<file path="src/hw/rtl/upe_pkg.sv">
`timescale 1ns / 1ps
// Shared types and constants for the URL percent encoder.
// No dependencies; every other file of the block imports this package.
package upe_pkg;

  // Default depth of the command queue between front and back end.
  localparam int unsigned CmdQueueDepth = 2;

  // Number of output slots one request can expand into.
  localparam int unsigned NumSlots = 7;

  // Slot positions inside a command: escape prefix, held digit, tail.
  localparam int unsigned SlotPfxPct  = 0;
  localparam int unsigned SlotPfxHi   = 1;
  localparam int unsigned SlotPfxLo   = 2;
  localparam int unsigned SlotHeld    = 3;
  localparam int unsigned SlotTail    = 4;
  localparam int unsigned SlotTailHi  = 5;
  localparam int unsigned SlotTailLo  = 6;

  localparam logic [7:0] ChPercent = 8'h25;
  localparam logic [7:0] ChTwo     = 8'h32;
  localparam logic [7:0] ChFive    = 8'h35;

  typedef struct packed {
    logic [7:0] in_byte;
    logic       in_last;
  } upe_in_t;

  typedef struct packed {
    logic [7:0] out_byte;
    logic       run_end;
    logic       text_end;
  } upe_out_t;

  // One decoded request: which slots to emit, in ascending slot order.
  typedef struct packed {
    logic [NumSlots-1:0] slots;
    logic [7:0]          held;
    logic [7:0]          tail;
    logic                last;
  } upe_cmd_t;

endpackage

</file>
<file path="src/hw/rtl/upe_front.sv">
`timescale 1ns / 1ps
// Front end: classifies each input byte against the held '%' lookahead
// and turns it into a slot command. Depends on upe_pkg.
module upe_front import upe_pkg::*; (
  input  logic     clk_i,
  input  logic     rst_ni,
  input  logic     accept_i,
  input  upe_in_t  in_data_i,
  output logic     push_o,
  output upe_cmd_t cmd_o
);

  logic       pct_q, pct_d;
  logic       la_q, la_d;
  logic [7:0] la_byte_q, la_byte_d;

  logic [7:0] b;
  logic       last;
  logic       b_hex, b_plain;
  logic       f_en, f_esc, f_pct;
  logic       t_en, t_esc, held_en, pfx25, pfx_pct;

  function automatic logic is_hex(input logic [7:0] v);
    logic [7:0] low;
    low = v | 8'h20;
    return (v >= 8'h30 && v <= 8'h39) || (low > 8'd96 && low < 8'd103);
  endfunction

  function automatic logic is_plain(input logic [7:0] v);
    logic r;
    r = (v >= 8'h61 && v <= 8'h7a) || (v >= 8'h41 && v <= 8'h5a) ||
        (v >= 8'h30 && v <= 8'h39);
    case (v)
      8'h2f, 8'h3a, 8'h5f, 8'h2e, 8'h2d, 8'h3f, 8'h3d, 8'h26: r = 1'b1;
      default: ;
    endcase
    return r;
  endfunction

  assign b       = in_data_i.in_byte;
  assign last    = in_data_i.in_last;
  assign b_hex   = is_hex(b);
  assign b_plain = is_plain(b);

  // Fresh byte handling: hold a '%' unless it ends the text.
  always_comb begin
    f_en  = 1'b0;
    f_esc = 1'b0;
    f_pct = 1'b0;
    if (b == ChPercent) begin
      if (last) begin
        f_en  = 1'b1;
        f_esc = 1'b1;
      end else begin
        f_pct = 1'b1;
      end
    end else if (b_plain) begin
      f_en = 1'b1;
    end else begin
      f_en  = 1'b1;
      f_esc = 1'b1;
    end
  end

  always_comb begin
    pct_d     = pct_q;
    la_d      = la_q;
    la_byte_d = la_byte_q;
    t_en      = 1'b0;
    t_esc     = 1'b0;
    held_en   = 1'b0;
    pfx25     = 1'b0;
    pfx_pct   = 1'b0;
    if (accept_i) begin
      if (!pct_q) begin
        t_en  = f_en;
        t_esc = f_esc;
        pct_d = f_pct;
        la_d  = 1'b0;
      end else if (!la_q) begin
        if (b_hex && !last) begin
          la_d      = 1'b1;
          la_byte_d = b;
        end else begin
          pfx25 = 1'b1;
          t_en  = f_en;
          t_esc = f_esc;
          pct_d = f_pct;
        end
      end else begin
        la_d    = 1'b0;
        held_en = 1'b1;
        if (b_hex) begin
          pfx_pct = 1'b1;
          t_en    = 1'b1;
          pct_d   = 1'b0;
        end else begin
          pfx25 = 1'b1;
          t_en  = f_en;
          t_esc = f_esc;
          pct_d = f_pct;
        end
      end
      if (last) begin
        pct_d     = 1'b0;
        la_d      = 1'b0;
        la_byte_d = '0;
      end
    end
  end

  always_comb begin
    cmd_o.slots             = '0;
    cmd_o.slots[SlotPfxPct] = pfx25 | pfx_pct;
    cmd_o.slots[SlotPfxHi]  = pfx25;
    cmd_o.slots[SlotPfxLo]  = pfx25;
    cmd_o.slots[SlotHeld]   = held_en;
    cmd_o.slots[SlotTail]   = t_en;
    cmd_o.slots[SlotTailHi] = t_en & t_esc;
    cmd_o.slots[SlotTailLo] = t_en & t_esc;
    cmd_o.held              = la_byte_q;
    cmd_o.tail              = b;
    cmd_o.last              = last;
  end

  assign push_o = accept_i && (cmd_o.slots != '0);

  always_ff @(posedge clk_i or negedge rst_ni) begin
    if (!rst_ni) begin
      pct_q     <= 1'b0;
      la_q      <= 1'b0;
      la_byte_q <= '0;
    end else begin
      pct_q     <= pct_d;
      la_q      <= la_d;
      la_byte_q <= la_byte_d;
    end
  end

endmodule

</file>
<file path="src/hw/rtl/upe_fifo.sv">
`timescale 1ns / 1ps
// Small command queue between front and back end, registers only.
// Depends on upe_pkg for the command type.
module upe_fifo import upe_pkg::*; #(
  parameter int unsigned Depth = CmdQueueDepth
) (
  input  logic     clk_i,
  input  logic     rst_ni,
  input  logic     push_i,
  input  upe_cmd_t push_data_i,
  output logic     full_o,
  input  logic     pop_i,
  output upe_cmd_t pop_data_o,
  output logic     empty_o
);

  localparam int unsigned PtrW = (Depth > 1) ? $clog2(Depth) : 1;
  localparam int unsigned CntW = $clog2(Depth + 1);

  upe_cmd_t            mem_q [Depth];
  logic [PtrW-1:0]     wptr_q, wptr_d, rptr_q, rptr_d;
  logic [CntW-1:0]     cnt_q, cnt_d;
  logic                do_push, do_pop;

  assign full_o     = (cnt_q == CntW'(Depth));
  assign empty_o    = (cnt_q == '0);
  assign do_push    = push_i && !full_o;
  assign do_pop     = pop_i && !empty_o;
  assign pop_data_o = mem_q[rptr_q];

  always_comb begin
    wptr_d = wptr_q;
    rptr_d = rptr_q;
    cnt_d  = cnt_q;
    if (do_push) begin
      wptr_d = (wptr_q == PtrW'(Depth - 1)) ? '0 : wptr_q + 1'b1;
    end
    if (do_pop) begin
      rptr_d = (rptr_q == PtrW'(Depth - 1)) ? '0 : rptr_q + 1'b1;
    end
    case ({do_push, do_pop})
      2'b10:   cnt_d = cnt_q + 1'b1;
      2'b01:   cnt_d = cnt_q - 1'b1;
      default: cnt_d = cnt_q;
    endcase
  end

  always_ff @(posedge clk_i or negedge rst_ni) begin
    if (!rst_ni) begin
      wptr_q <= '0;
      rptr_q <= '0;
      cnt_q  <= '0;
    end else begin
      wptr_q <= wptr_d;
      rptr_q <= rptr_d;
      cnt_q  <= cnt_d;
    end
  end

  always_ff @(posedge clk_i) begin
    if (do_push) begin
      mem_q[wptr_q] <= push_data_i;
    end
  end

endmodule

</file>
<file path="src/hw/rtl/upe_back.sv">
`timescale 1ns / 1ps
// Back end: walks the slots of one command, one output byte per cycle
// while the output is not stalled, into the output register. Depends on upe_pkg.
module upe_back import upe_pkg::*; (
  input  logic     clk_i,
  input  logic     rst_ni,
  input  logic     cmd_empty_i,
  input  upe_cmd_t cmd_i,
  output logic     pop_o,
  output logic     out_valid_o,
  input  logic     out_ready_i,
  output upe_out_t out_data_o
);

  upe_cmd_t            cur_q, cur_d;
  logic [NumSlots-1:0] mask_q, mask_d;
  logic [NumSlots-1:0] sel, rest;
  logic [7:0]          vals [NumSlots];
  logic [7:0]          byte_sel;
  logic                slot_free, emit, run_done, load;
  logic                out_valid_q, out_valid_d;
  upe_out_t            out_q, out_d;

  function automatic logic [7:0] hex_char(input logic [3:0] n);
    return (n < 4'd10) ? (8'h30 + {4'h0, n}) : (8'h57 + {4'h0, n});
  endfunction

  always_comb begin
    vals[SlotPfxPct] = ChPercent;
    vals[SlotPfxHi]  = ChTwo;
    vals[SlotPfxLo]  = ChFive;
    vals[SlotHeld]   = cur_q.held;
    vals[SlotTail]   = mask_q[SlotTailHi] ? ChPercent : cur_q.tail;
    vals[SlotTailHi] = hex_char(cur_q.tail[7:4]);
    vals[SlotTailLo] = hex_char(cur_q.tail[3:0]);
  end

  // Lowest pending slot goes out next.
  assign sel  = mask_q & (~mask_q + 1'b1);
  assign rest = mask_q & ~sel;

  always_comb begin
    byte_sel = '0;
    for (int i = 0; i < NumSlots; i++) begin
      byte_sel = byte_sel | ({8{sel[i]}} & vals[i]);
    end
  end

  assign slot_free = !out_valid_q || out_ready_i;
  assign emit      = (mask_q != '0) && slot_free;
  assign run_done  = emit && (rest == '0);
  assign load      = (mask_q == '0) || run_done;
  assign pop_o     = load && !cmd_empty_i;

  always_comb begin
    mask_d = mask_q;
    cur_d  = cur_q;
    if (pop_o) begin
      mask_d = cmd_i.slots;
      cur_d  = cmd_i;
    end else if (emit) begin
      mask_d = rest;
    end
  end

  always_comb begin
    out_valid_d = slot_free ? emit : out_valid_q;
    out_d       = out_q;
    if (emit) begin
      out_d.out_byte = byte_sel;
      out_d.run_end  = (rest == '0);
      out_d.text_end = (rest == '0) && cur_q.last;
    end
  end

  always_ff @(posedge clk_i or negedge rst_ni) begin
    if (!rst_ni) begin
      mask_q      <= '0;
      out_valid_q <= 1'b0;
    end else begin
      mask_q      <= mask_d;
      out_valid_q <= out_valid_d;
    end
  end

  always_ff @(posedge clk_i) begin
    cur_q <= cur_d;
    out_q <= out_d;
  end

  assign out_valid_o = out_valid_q;
  assign out_data_o  = out_q;

endmodule

</file>
<file path="src/hw/rtl/url_percent_encoder_top.sv">
`timescale 1ns / 1ps
// URL percent encoder, top level: front end, command queue, back end.
// Depends on upe_pkg, upe_front, upe_fifo and upe_back.

// The block takes one text byte per request on the input channel and gives
// the encoded text one byte per request on the output channel. Letters,
// digits and / : _ . - ? = & pass unchanged; a '%' followed by two hex
// digits passes as is, any other '%' becomes "%25"; every other byte,
// zero included, becomes '%' and two lower-case hex digits. A '%' and up
// to one hex digit after it are held back and produce no output until
// the block can decide; in_last flushes them. run_end marks the last
// output byte of an input request, text_end the last byte of the whole
// text. An input byte produces one output byte if plain, three for an
// escape, up to seven when a held '%' fails. The back end's single output
// register gives one byte per clock while out_ready_i takes it; the front
// end takes an input in every cycle in which the command queue
// (QueueDepth entries, two by default) has room, also while a result
// waits at the output.
module url_percent_encoder_top import upe_pkg::*; #(
  parameter int unsigned QueueDepth = CmdQueueDepth
) (
  input  logic     clk_i,
  input  logic     rst_ni,
  input  logic     in_valid_i,
  output logic     in_ready_o,
  input  upe_in_t  in_data_i,
  output logic     out_valid_o,
  input  logic     out_ready_i,
  output upe_out_t out_data_o
);

  logic     accept;
  logic     push;
  logic     pop;
  logic     q_full, q_empty;
  upe_cmd_t front_cmd;
  upe_cmd_t back_cmd;

  // Accept whenever the queue has room; the front end never stalls itself.
  assign in_ready_o = !q_full;
  assign accept     = in_valid_i && in_ready_o;

  // Classify the byte and build its slot command; hold lookahead state.
  upe_front u_front (
    .clk_i     (clk_i),
    .rst_ni    (rst_ni),
    .accept_i  (accept),
    .in_data_i (in_data_i),
    .push_o    (push),
    .cmd_o     (front_cmd)
  );

  // Decouple the two sides so each can stall on its own.
  upe_fifo #(
    .Depth (QueueDepth)
  ) u_fifo (
    .clk_i       (clk_i),
    .rst_ni      (rst_ni),
    .push_i      (push),
    .push_data_i (front_cmd),
    .full_o      (q_full),
    .pop_i       (pop),
    .pop_data_o  (back_cmd),
    .empty_o     (q_empty)
  );

  // Expand commands into output bytes, one per cycle while the output is ready.
  upe_back u_back (
    .clk_i       (clk_i),
    .rst_ni      (rst_ni),
    .cmd_empty_i (q_empty),
    .cmd_i       (back_cmd),
    .pop_o       (pop),
    .out_valid_o (out_valid_o),
    .out_ready_i (out_ready_i),
    .out_data_o  (out_data_o)
  );

endmodule

</file>
<file path="config.mk">
export PLATFORM = sky130hd
export DESIGN_NAME = url_percent_encoder_top
export DESIGN_NICKNAME = d
export VERILOG_FILES = /design/src/hw/rtl/upe_pkg.sv /design/src/hw/rtl/upe_front.sv /design/src/hw/rtl/upe_fifo.sv /design/src/hw/rtl/upe_back.sv /design/src/hw/rtl/url_percent_encoder_top.sv
export SDC_FILE = /design/constraint.sdc
export NUM_CORES = 1
export LEC_CHECK = 0
export CELL_PAD_IN_SITES_DETAIL_PLACEMENT = 1
export CELL_PAD_IN_SITES_GLOBAL_PLACEMENT = 1
export CORE_MARGIN = 4
export CORE_UTILIZATION = 50
export DETAILED_ROUTE_END_ITERATION = 16
export DONT_BUFFER_PORTS = 1
export PLACE_DENSITY_LB_ADDON = 0.12
export SYNTH_ARGS = -nofsm -noshare
export SYNTH_HDL_FRONTEND = slang
export SYNTH_SLANG_ARGS = --single-unit
</file>
<file path="constraint.sdc">
create_clock -name clk_i -period 4.9 [get_ports clk_i]
set_input_delay 0.49 -clock clk_i [delete_from_list [all_inputs] [get_ports clk_i]]
set_output_delay 0.49 -clock clk_i [all_outputs]
set_load 0.02 [all_outputs]
</file>
==> run summary <==
outcome: finished, final reports clean
LEAKAGE: 1.579 nW
buffer count from post-CTS setup fixing: 0
post-synthesis mux area share: 6.053%
Post-synth EDFFs: 71
# DRC: 0
I/O Pins: 25
Seq/Total Area, Yosys: 64.25%
yosys warns: 0
Clock Path Buffers: 2
pre-CTS WS: 2.026 ns
initial core utilization: 51.07%
largest family of logic cells by synthesized area: simple AND/OR/NAND/NOR gates
Multi-input gate area: 0.001353 mm^2
RSZ-0062 raised after global routing: false
Most Crowded Layer GR: met2
FF/Latch Area: 0.002683 mm^2
# diodes: 0
synth unique cells: 56
actual slew at the worst max-slew pin: 1.025 ns
gr usage total: 18.28%
met1 Use GR: 22.74%
crit-path max FO: 18
# port buffers: 0
Reg-to-Reg End: u_fifo.cnt_q[1]
Seq cells post-synth: 93
Reg2Reg Setup Slack: 2.04 ns
Final period util: 58.44%
setup TNS: 0 ns
GP Congestion: 0.7621
H-tree levels: 3
CP max stage cell: or4_4
reg2reg start: u_back.mask_q[0]
met2 usage: 30.79%
first-pass GRT wire length: 13660 um
placed insts: 416
Routed WL: 8295 um
CP Launch Type: flop
Final Hold Viols: 0
Async SR Flop Fraction: 23.66%
clk sink count: 93
worst min-delay path class: input pin to flop
critical path's largest stage delay: 0.51 ns
Critical Path RT: 5.18 ns
met3 GRT Util: 3.296%
Post-Synth XOR/XNOR Area: 1.468%
Clk Latency, worst-skew pair: 0.35 ns
Max VDD drop: 0.1918 mV
Critical Path AT: 3.14 ns
Worst slew margin: 31.65%
Iter 0 DRT Violations: 84
crit-path cells: maj3_2 > or4_4 > o22a_4 > inv_1 > ha_1 > nor2_1 > xor2_1
worst-case reg-to-reg path depth: 7
DIE HEIGHT: 99.38 um
max cap viols: 0
Worst Min Path Start: in_data_i[0]
initial antenna violation count: 0
CP Class: flop to flop
Hold WS: 0.2303 ns
worst hold path depth: 0
post-layout min period: 2.864 ns
Top FF cell, synth: edfxtp_1
clk slew on worst S/H paths: 0.09 ns
Worst Hold Path EP: u_fifo.mem_q[0][0]
Std-Cell Rows: 33
Power Total: 2.845 mW
Syn Inst Count: 327
area delta synth->final: 6.623%
Die Width: 99.38 um
post-synthesis adder-cell area fraction: 1.408%
core footprint: 0.008175 mm^2
final core area utilization: 54.45%
simple-gate share of the synthesized area: 12.17%
vias post-DR: 2508
Compound-Gate Fraction of Synth Area: 11.30%
power per cell area: 639.1 mW/mm^2
Final Setup Violations: 0
total gr overflow: 0
max frequency: 0.3492 GHz
Worst Setup End Kind: flop
Pre-Repair DR Iteration Count: 4
CTS Buf Count: 9
DP HPWL: 5958 um
# nets final: 340
vias in the first global route: 2644
full die area: 0.009876 mm^2
share of cells above drive strength 1: 12.16%
syn_nets: 343
Final ANT Viol Nets: 0
Layout fillers: 829
CTS root buf: clkbuf_8
Mapped Avg Cell Area: 12.77 um^2
post-route clock skew: 0.008490 ns
CTS tree: done
post-synthesis cell area: 0.004175 mm^2
Finished Layout Cells: 434
area post-placement: 0.004238 mm^2
Avg WL per Cell: 19.11 um
via-per-instance ratio: 5.779
largest net degree at the start of global routing: 24
setup ws final: 2.036 ns
Final Cell Area: 0.004452 mm^2
fin. max-slew vios: 0
-- flip-flops by register name, indices dropped and copies added (netlist names) --
| signal | flops |
|---|---|
| u_fifo.cnt_q | 2 |
| u_fifo.rptr_q | 1 |
| u_front.la_byte_q | 8 |
| u_back.out_valid_o | 1 |
| u_back.mask_q | 7 |
| u_fifo.wptr_q | 1 |
| u_fifo.mem_q | 44 |
| u_front.pct_q | 1 |
| u_front.la_q | 1 |
| u_back.cur_q | 17 |
| u_back.out_data_o | 10 |
-- synthesized netlist by cell type, types with 2 or more instances --
| master | count | area (um^2) |
|---|---|---|
| clkbuf_1 | 15 | 56.30 |
| nand4b_1 | 4 | 35.03 |
| o211ai_1 | 2 | 15.01 |
| xnor2_1 | 6 | 52.55 |
| nand3_1 | 5 | 25.02 |
| a211oi_1 | 2 | 15.01 |
| o22ai_1 | 3 | 18.77 |
| and2_1 | 4 | 25.02 |
| nor2_1 | 19 | 71.32 |
| and3_1 | 2 | 12.51 |
| mux2_2 | 18 | 202.7 |
| buf_6 | 2 | 22.52 |
| a32oi_1 | 2 | 17.52 |
| ha_1 | 3 | 37.54 |
| or4_1 | 3 | 22.52 |
| nand2b_1 | 3 | 18.77 |
| mux2i_1 | 5 | 50.05 |
| o311ai_0 | 5 | 43.79 |
| nor3_1 | 9 | 45.04 |
| inv_1 | 15 | 56.30 |
| edfxtp_1 | 71 | 2132 |
| o21ai_1 | 3 | 15.01 |
| o21ai_0 | 20 | 100.1 |
| o31ai_1 | 2 | 15.01 |
| a211o_1 | 2 | 17.52 |
| a22oi_1 | 2 | 15.01 |
| or3_1 | 3 | 18.77 |
| o22a_1 | 2 | 17.52 |
| nor2b_1 | 7 | 43.79 |
| a221o_1 | 2 | 20.02 |
| dfrtp_1 | 22 | 550.5 |
| a21oi_1 | 16 | 80.08 |
| nor3b_1 | 3 | 22.52 |
| nand2_1 | 23 | 86.33 |
-- layout by cell type (no fill, tap or decap), drive strengths merged, types with 4 or more instances in the layout --
cell    Yosys  layout
or4         4       4
nand2      23      23
edfxtp     71      71
o311ai      5       5
nor2b       7       7
nor3       10      10
clkbuf     15      12
dfrtp      22      22
and2        4       4
nand3       5       5
mux2       18      18
nor2       19      19
nand4b      4       4
o21ai      23      23
mux2i       5       5
inv        15      15
xnor2       6       6
a21oi      16      16
-- worst max-delay path by stage --
stage,startpoint,endpoint,slack [ns],cells past startpoint
after floorplan,in_data_i[2],u_fifo.mem_q[1][0],2.02,6
after global placement,u_back.mask_q[0],u_fifo.cnt_q[1],2.12,7
after detailed placement,u_back.mask_q[0],u_fifo.cnt_q[1],2.03,7
after CTS,u_back.mask_q[0],u_fifo.cnt_q[1],2.01,7
after global routing,u_back.mask_q[0],u_fifo.cnt_q[1],1.88,7
final,u_back.mask_q[0],u_fifo.cnt_q[1],2.04,7
-- per-layer routing --
layer | share of wire, % | wire length, um
met1 | 45 | 3703
met4 | 2.5 | 208
met2 | 50 | 4165
met5 | 0 | 0
met3 | 2.6 | 218
-- power by group --
group	internal (mW)	switching (mW)	total (mW)
Sequential	1.25	0.299	1.55
Combinational	0.363	0.454	0.817
Clock	0.235	0.248	0.482
Total	1.84	1.00	2.85
-- worst max-delay path, delay by kind of cell, from the launching register on --
family	cells	cell delay [ns]
AO/OA/AOI/OAI	1	0.26
XOR/XNOR	1	0.15
adder cells (fa/ha/maj)	2	0.74
buffers and inverters	1	0.50
flip-flops	1	0.50
AND/OR/NAND/NOR	2	0.65
-- area by class of cell --
type | count | area share (%)
flip-flops and latches | 93 | 60.26
repair buffers | 4 | 1.012
well taps | 105 | 2.951
clock inverters | 4 | 1.096
clock buffers | 12 | 3.035
inverters | 15 | 1.265
multi-input cells | 201 | 30.38
-- repair_timing --
action / in CTS / in global routing
hold buffers: 2 / 0
hold endpoints to repair: 22 / 0
resized for setup: 0 / 0
-- cells by family after synthesis --
kind of cell               count (synthesis)
and+or+nand+nor                           95
AOI/OAI and AO/OA                         71
muxes                                     23
DFF                                       93
buffers and inverters                     33
adders and majority gates                  5
xor gates and xnor gates                   7
Power figures use the tool's default switching activity.
